**src/rtl/rvdx_ram.sv**
```systemverilog
module rvdx_ram #(
    parameter int WIDTH = 32,
    parameter int DEPTH = 32
) (
    input  logic                     i_clk,
    input  logic                     i_we,
    input  logic [WIDTH/8-1:0]       i_be,
    input  logic [$clog2(DEPTH)-1:0] i_waddr,
    input  logic [WIDTH-1:0]         i_wdata,
    input  logic                     i_re,
    input  logic [$clog2(DEPTH)-1:0] i_raddr,
    output logic [WIDTH-1:0]         o_rdata
);
    localparam int LANES = WIDTH / 8;

    logic [WIDTH-1:0] r_mem [DEPTH];
    logic [WIDTH-1:0] r_q;

    // Byte-lane write, registered read (old data on collision)
    always_ff @(posedge i_clk) begin
        for (int l = 0; l < LANES; l++) begin
            if (i_we && i_be[l]) begin
                r_mem[i_waddr][l*8 +: 8] <= i_wdata[l*8 +: 8];
            end
        end
        if (i_re) begin
            r_q <= r_mem[i_raddr];
        end
    end

    assign o_rdata = r_q;
endmodule
```
**config.mk**
```make
export PLATFORM = sky130hd
export DESIGN_NAME = rvdx_ram
export DESIGN_NICKNAME = d
export VERILOG_FILES = /design/src/rtl/rvdx_ram.sv
export SDC_FILE = /design/constraint.sdc
export NUM_CORES = 1
export LEC_CHECK = 0
export BUFFER_PORTS_ARGS = -buffer_cell sky130_fd_sc_hd__buf_2
export CAP_MARGIN = 15
export CORE_MARGIN = 10
export CORE_UTILIZATION = 40
export DETAILED_ROUTE_END_ITERATION = 10
export SLEW_MARGIN = 40
export SYNTH_ARGS = -nofsm -noshare
export SYNTH_HDL_FRONTEND = slang
export SYNTH_SLANG_ARGS = --single-unit
```
**constraint.sdc**
```tcl
create_clock -name i_clk -period 3.18 [get_ports i_clk]
set_input_delay 0.636 -clock i_clk [delete_from_list [all_inputs] [get_ports i_clk]]
set_output_delay 0.636 -clock i_clk [all_outputs]
set_load 0.02 [all_outputs]
```
# ---- Yosys cells after proc, flatten, opt, wreduce, memory -nomap -nowiden
# Memories as Yosys holds them, arrays and structs flattened. A register that Yosys moved wholly into a read port is not among the register bits.
# Index checks and enable logic that the tools add are counted.
dict set report word_totals {
  ff_bits 0
  mem_bits_rw 1024
  input_bits 49
  out_inout_bits 32
  wordCells 13
  n_memories 1
}
dict set report op_classes {
  muxes 8
  reduce_logical 4
}
# memory depth width read_ports rd_clocked_by_memory_dff write_ports line
set memory_table {}
lappend memory_table {r_mem 32 32 1 1 1 16} ;# logic [WIDTH-1:0] r_mem [DEPTH];
# cell count
set op_table {}
lappend op_table {{two-way mux 1 bit} 8}
lappend op_table {{logical AND 1 bit} 4}

# ---- Longest topological paths before layout
# Gate-level depths: netlist (run 1).
dict set report logic_depth {
  word_depth 3
  depth_mapped 8
  depth_no_buf 5
}

# ---- Worst setup path after synthesis (run 1)
# OpenSTA, ideal clock, no wires.
dict set report synth_timing {
  path_kind {in2reg}
  from {input port i_raddr[0]}
  to {register r_q[25], in the netlist o_rdata[25] (read register of r_mem), data pin}
  setup_time_ns 0.263
  arrival_time_ns 1.708
  required_ns 2.917
  slack_ns 1.209
  cell_stages 8
  path_buffers 4
  cell_sequence {buf_4 > buf_6 > buf_6 > buf_6 > mux2i_1 > a22oi_1 > a31oi_1 > nand3_1}
}
# element line
set synth_lines {}
lappend synth_lines {{from (decl)} 11} ;# input logic [$clog2(DEPTH)-1:0] i_raddr,
lappend synth_lines {{to (decl)} 17} ;# logic [WIDTH-1:0] r_q;

==> results of run 1 <==
flip-flops by register name, summed over array words and instances (netlist names):
| name | count |
|---|---|
| r_mem | 1024 |
| o_rdata | 32 |
critical path, delay by kind of cell:
family	cells	cell delay, ns
buffers and inverters	3	0.81
muxes	1	0.20
AOI/OAI and AO/OA	2	0.55
and+or+nand+nor	2	0.28
metrics by stage:
step	instance area [sq um]	setup WS (ns)	util [%]	power (mW)
floorplan	41300	1.21	-	16.6
global placement	44200	0.421	43.3	17.3
detailed placement	44200	0.374	43.3	17.4
CTS	47300	1.08	46.3	28.6
global route	47300	1.02	46.3	29.2
finish	47300	1.02	46.3	28.4
cell families after synthesis:
group | count (synthesis) | share of synthesized area [%]
flip-flops | 1056 | 76.7
multiplexers | 512 | 12.4
AND/OR/NAND/NOR | 409 | 4.22
AO/OA/AOI/OAI | 288 | 4.74
buffers and inverters | 141 | 1.95
cell usage after synthesis (15+ instances only):
cell      instances
a21oi_1          96
a22o_1           64
a22oi_1          96
a31oi_1          32
buf_1            17
buf_2            27
buf_4            33
buf_6            15
clkbuf_1         47
edfxtp_1       1056
mux2i_1         512
nand2_1         134
nand3_1          96
nor2_1          131
nor3_1           33
area by class of cell:
class / instances / area (sq um) / share of cell area, %
well taps: 1368 / 1710 / 3.62
clock inverters: 63 / 458 / 0.967
multi-input cells: 1209 / 8870 / 18.7
clock buffers: 120 / 2640 / 5.58
diodes: 3 / 7.51 / 0.0159
flip-flops and latches: 1056 / 31700 / 67.0
repair buffers: 249 / 1940 / 4.10
path summary, 6_finish.rpt:
check                start            to  cells after the start
max             i_raddr[0]   o_rdata[27]                      8
min             i_wdata[1]  r_mem[11][1]                      1
max reg2reg   r_mem[1][13]   o_rdata[13]                      5
min reg2reg  r_mem[17][19]   o_rdata[19]                      4
power breakdown:
part           switching, mW  total (mW)  internal [mW]
combinational           1.05        1.53          0.482
clock                   4.94        11.3           6.38
sequential            0.0518        15.5           15.5
total                   6.03        28.4           22.3
routing by layer:
metal,GRT usage (%),vias up,wire [um]
met1,23.7,11300,44700
met2,27.5,712,49000
met3,2.74,130,6240
met4,5.62,6,2650
met5,0,-,33
li1,-,9857,-
==> run summary, run 1 <==
Via count: 22000
Fillers: 8778
Max Clock Freq: 463 MHz
Syn_area_per_cell: 17.2 sq um
Most frequent CP cell: buf_12
Final Wtd Congestion: 0.801
Setup violators final: 0
DRC: 0
Crit share post-route: 67.9%
Data required time of the worst path: 3.54 ns
Hpwl dp: 63.8 mm
Setup tns final: 0 ns
First-pass GRT wire length: 150 mm
Floorplan Core Area: 102000 sq um
Pwr dens: 599 nW/um^2
Starting density of the core: 40.5%
Layout Nets: 2663
Setup Fix Bufs, Post-CTS: 0
Finished Layout Cells: 4068
Die height: 342 um
Peak per-stage delay on the critical path: 0.38 ns
Asr flop ratio synth: 0%
Vias in the first global route: 22000
Syn Inst Count: 2406
CP endpoint kind: flip-flop
Syn_nets: 2455
Hold_ws: 0.523 ns
Congestion Overflow GR: 0
Antenna-violating nets left: 0
# resized after CTS: 0
Clk_skew: 0.0112 ns
Max cap viols: 0
Clk Latency, worst-skew pair: 0.67 ns
Drt total wl: 103 mm
H-tree levels: 3
Critical Path AT: 2.52 ns
Leakage: 16.6 nW
RSZ-0062 raised after global routing: no
CP max FO: 31
Fin. Hold Viols: 0
Most common cell after layout, fill and taps aside: edfxtp_1
Die Area: 117000 sq um
Max VDD drop: 413 uV
Top cells by area, synth: edfxtp_1 77%, mux2i_1 12%, a22oi_1 1.7%
Tmin final: 2.16 ns
Crit path cell chain: buf_8 -> buf_12 -> buf_12 -> mux2i_1 -> a22o_1 -> nor3_1 -> a31oi_1 -> nand3_1
Drt first-iter violations: 2273
Vias per inst: 5.42
Num rows: 117
Post-synth EDFFs: 1056
#FFs+latches synth: 1056
CTS sink cnt: 1056
Hold_buf cts: 0
Status: finished clean
Cell variety after synth: 23
Worst Hold Class: input port to flip-flop
Clk buf depth: 3
Tightest Pin Transition: 0.829 ns
Share of the synthesized area in the top cell type: 76.7%
Die W: 342 um
Root buffer cell: clkbuf_16
Sequential element share of the synthesized area: 76.7%
Ys Warns: 0
TritonRoute pass-1 iters: 5
CP Launch Type: input port
Crit Path Class: input port to flip-flop
Routed WL per cell: 25.2 um
Num CTS Buffers: 98
Top Ports: 81
Slowest CP cell: a31oi_1
Setup slack, reg-to-reg: 1.53 ns
Reg clk slew, reported paths: 0.06 ns
Max Slew Vio Count: 0
PortBufs: 80
Slew headroom: 44.6%
GRT Total Usage: 17.1%
Largest net degree at the start of global routing: 73
Antenna violations before repair: 7
Dominant synthesized flop cell: edfxtp_1
Commonest cells after routing, fill and taps aside: 1056 x edfxtp_1, 512 x mux2i_1, 148 x buf_4
Share of cells above drive strength 1: 14.8%
Synth area leader: edfxtp_1
Dpl cells: 3882
Synth Cell Area: 41300 sq um
CTS tree: done
Area Overhead vs Synth: 14.5%
No activity file was read; power rests on OpenSTA's default activity.
==> run 2, diff against run 1 <==
==> constraint.sdc (replaced) <==
create_clock -name i_clk -period 1.76 [get_ports i_clk]
set_input_delay 0.352 -clock i_clk [delete_from_list [all_inputs] [get_ports i_clk]]
set_output_delay 0.352 -clock i_clk [all_outputs]
set_load 0.02 [all_outputs]
==> run 2 against run 1 <==
  * Power grew 81%
  * Core utilization increased by 1.3 points
  * Via count rose by 0.85%
  * Sequential share of layout area down 1.8 points
  * Worst hold slack worse by 0.37 ns
  * Routed wire length is 2.8% lower
  * Critical endpoint is now o_rdata[15]
  * Largest cell class unchanged
==> run summary, run 2 (synthesis results as in run 1) <==
CP max FO: 1 (was 31)
CP endpoint kind: output pin (was flip-flop)
Share of cells above drive strength 1: 18.6% (was 14.8%)
Data required time of the worst path: 1.41 ns (was 3.54 ns)
Max reg flops: 1024 (unchanged)
CP Launch Type: flip-flop (was input port)
PortBufs: 80 (unchanged)
Vias per inst: 5.30 (was 5.42)
Hold path depth: 1 (unchanged)
Design Area, Final: 48700 sq um (was 47300 sq um)
DRC: 0 (unchanged)
Leakage: 17.4 nW (was 16.6 nW)
Area Overhead vs Synth: 17.7% (was 14.5%)
Die W: 342 um (unchanged)
Layout Nets: 2793 (was 2663)
Crit share post-route: 97.7%
Max cap viols: 0 (unchanged)
Peak per-stage delay on the critical path: 0.52 ns (was 0.38 ns)
Clk_skew: 0.0220 ns (was 0.0112 ns)
Reg2reg end: o_rdata[6] (was o_rdata[13])
GRT Total Usage: 16.7% (was 17.1%)
Hpwl dp: 64.4 mm (was 63.8 mm)
Setup violators final: 0 (unchanged)
TritonRoute pass-1 iters: 6 (was 5)
Via count: 22200 (was 22000)
Num CTS Buffers: 100 (was 98)
Crit path cell chain: buf_6 (was buf_8 -> buf_12 -> buf_12 -> mux2i_1 -> a22o_1 -> nor3_1 -> a31oi_1 -> nand3_1)
Num rows: 117 (unchanged)
Fin. Hold Viols: 0 (unchanged)
Floorplan Core Area: 102000 sq um (unchanged)
Max Clock Freq: 581 MHz
Dpl cell area: 45600 sq um (was 44200 sq um)
Most common cell after layout, fill and taps aside: edfxtp_1 (unchanged)
Crit Path Class: flip-flop to output pin (was input port to flip-flop)
Final Wtd Congestion: 0.846 (was 0.801)
Seq pwr share: 54.7% (about the same)
CTS tree: done (unchanged)
Clk Latency, worst-skew pair: 0.65 ns (was 0.67 ns)
Drt total wl: 99.7 mm (was 103 mm)
Clock share of power: 39.3% (was 39.9%)
Die height: 342 um (unchanged)
Finished Layout Cells: 4195 (was 4068)
Pwr dens: 1050 nW/um^2 (was 599 nW/um^2)
Congestion Overflow GR: 0 (unchanged)
Routed WL per cell: 23.8 um (was 25.2 um)
Largest net degree at the start of global routing: 42 (was 73)
Root buffer cell: clkbuf_16 (unchanged)
Sw power: 10.9 mW (was 6.03 mW)
Slowest CP cell: edfxtp_1 (was a31oi_1)
Pint: 40.3 mW (was 22.3 mW)
Buf+Inv Stages, Crit Path: 1 (was 3)
Drt first-iter violations: 1954 (was 2273)
Vias in the first global route: 22700 (was 22000)
Worst r2r path cells: 6 (was 5)
Starting density of the core: 40.5% (unchanged)
Worst Hold Class: input port to flip-flop (unchanged)
Antenna violations before repair: 6 (was 7)
First-pass GRT wire length: 148 mm (was 150 mm)
Reg2reg start: r_mem[3][6] (was r_mem[1][13])
H-tree levels: 3 (unchanged)
Tmin final: 1.72 ns
Max VDD drop: 707 uV (was 413 uV)
CTS sink cnt: 1056 (unchanged)
Die Area: 117000 sq um (unchanged)
Setup slack, reg-to-reg: 0.18 ns (was 1.53 ns)
Comb pwr share: 5.9% (was 5.4%)
CP delay by family, top: flip-flops (was buffers and inverters)
Clk buf depth: 3 (unchanged)
Reg clk slew, reported paths: 0.06 ns (about the same)
Sw frac: 21.3% (about the same)
Tightest Pin Transition: 0.728 ns (was 0.829 ns)
Dpl cells: 4010 (was 3882)
Max Slew Vio Count: 0 (unchanged)
Critical Path AT: 1.37 ns (was 2.52 ns)
Top Ports: 81 (unchanged)
Slew headroom: 51.4% (was 44.6%)
Hold EP: r_mem[31][16] (was r_mem[11][1])
Status: finished clean (unchanged)
RSZ-0062 raised after global routing: no (unchanged)
Most flops, register: r_mem (unchanged)
Antenna-violating nets left: 0 (unchanged)
Hold Startpoint: i_wdata[16] (was i_wdata[1])
Hold_buf cts: 0 (unchanged)
Commonest cells after routing, fill and taps aside: 1056 x edfxtp_1, 512 x mux2i_1, 243 x buf_4 (was 1056 x edfxtp_1, 512 x mux2i_1, 148 x buf_4)
## run 2: cell types whose count changed in the layout (fill, tap and decap cells not counted), moves of 5 or more
| cell | delta |
|---|---|
| nor2_1 | +5 |
| nor2_2 | -5 |
| buf_12 | +33 |
| buf_4 | +95 |
| clkinv_2 | +5 |
## run 2: area by class of cell
class,count,area (sq um)
timing repair buffer,377,3330
sequential,1056,31700
clock inverter,64,418
clock buffer,120,2640
multi-input combinational,1209,8860
tap,1368,1710
fill,8599,53500
antenna,1,2.50
## run 2: timing repair
action / CTS / global route
setup endpoints to repair: 2 / 0
setup buffers: 0 / 0
gates resized for setup: 4 / 0
## run 2: worst max-delay path by stage
stage | depth (start not counted) | startpoint | endpoint | slack (ns)
floorplan | 8 | i_raddr[0] | o_rdata[25] | 0.07
global placement | 9 | i_raddr[0] | o_rdata[6] | -0.41
detailed placement | 9 | i_raddr[0] | o_rdata[6] | -0.46
CTS | 1 | o_rdata[15] | o_rdata[15] | -0.01
global route | 1 | o_rdata[15] | o_rdata[15] | 0.001
finish | 1 | o_rdata[15] | o_rdata[15] | 0.04
## run 2: power groups by stage
stage	combinational (mW)	clock [mW]	sequential [mW]
after global routing	3.26	21.6	28.0
after floorplan	1.44	0	28.6
after detailed placement	3.07	0	28.6
after CTS	3.08	20.5	28.0
final	3.05	20.1	28.0
after global placement	3.01	0	28.5
## run 2: stage by stage
step                      hold slack [ns]  setup TNS [ns]  power (mW)  util, %  setup slack (ns)
after floorplan                     0.451               0        30.1        -            0.0726
after global placement              0.658          -18.57        31.6     44.6            -0.407
after detailed placement            0.670          -25.07        31.6     44.6            -0.461
after CTS                           0.117         -0.0171        51.6     47.6           -0.0140
after global routing                0.148               0        52.8     47.6           0.00116
final                               0.157               0        51.2     47.6            0.0398
## run 2: per-layer routing
layer | vias to the layer above | global-route usage (%) | share of wire (%)
met5 | - | 0 | 0.048
met4 | 8 | 5.93 | 3.0
met3 | 174 | 2.95 | 5.9
met2 | 655 | 27.3 | 48
met1 | 11300 | 22.3 | 43
li1 | 10100 | - | -
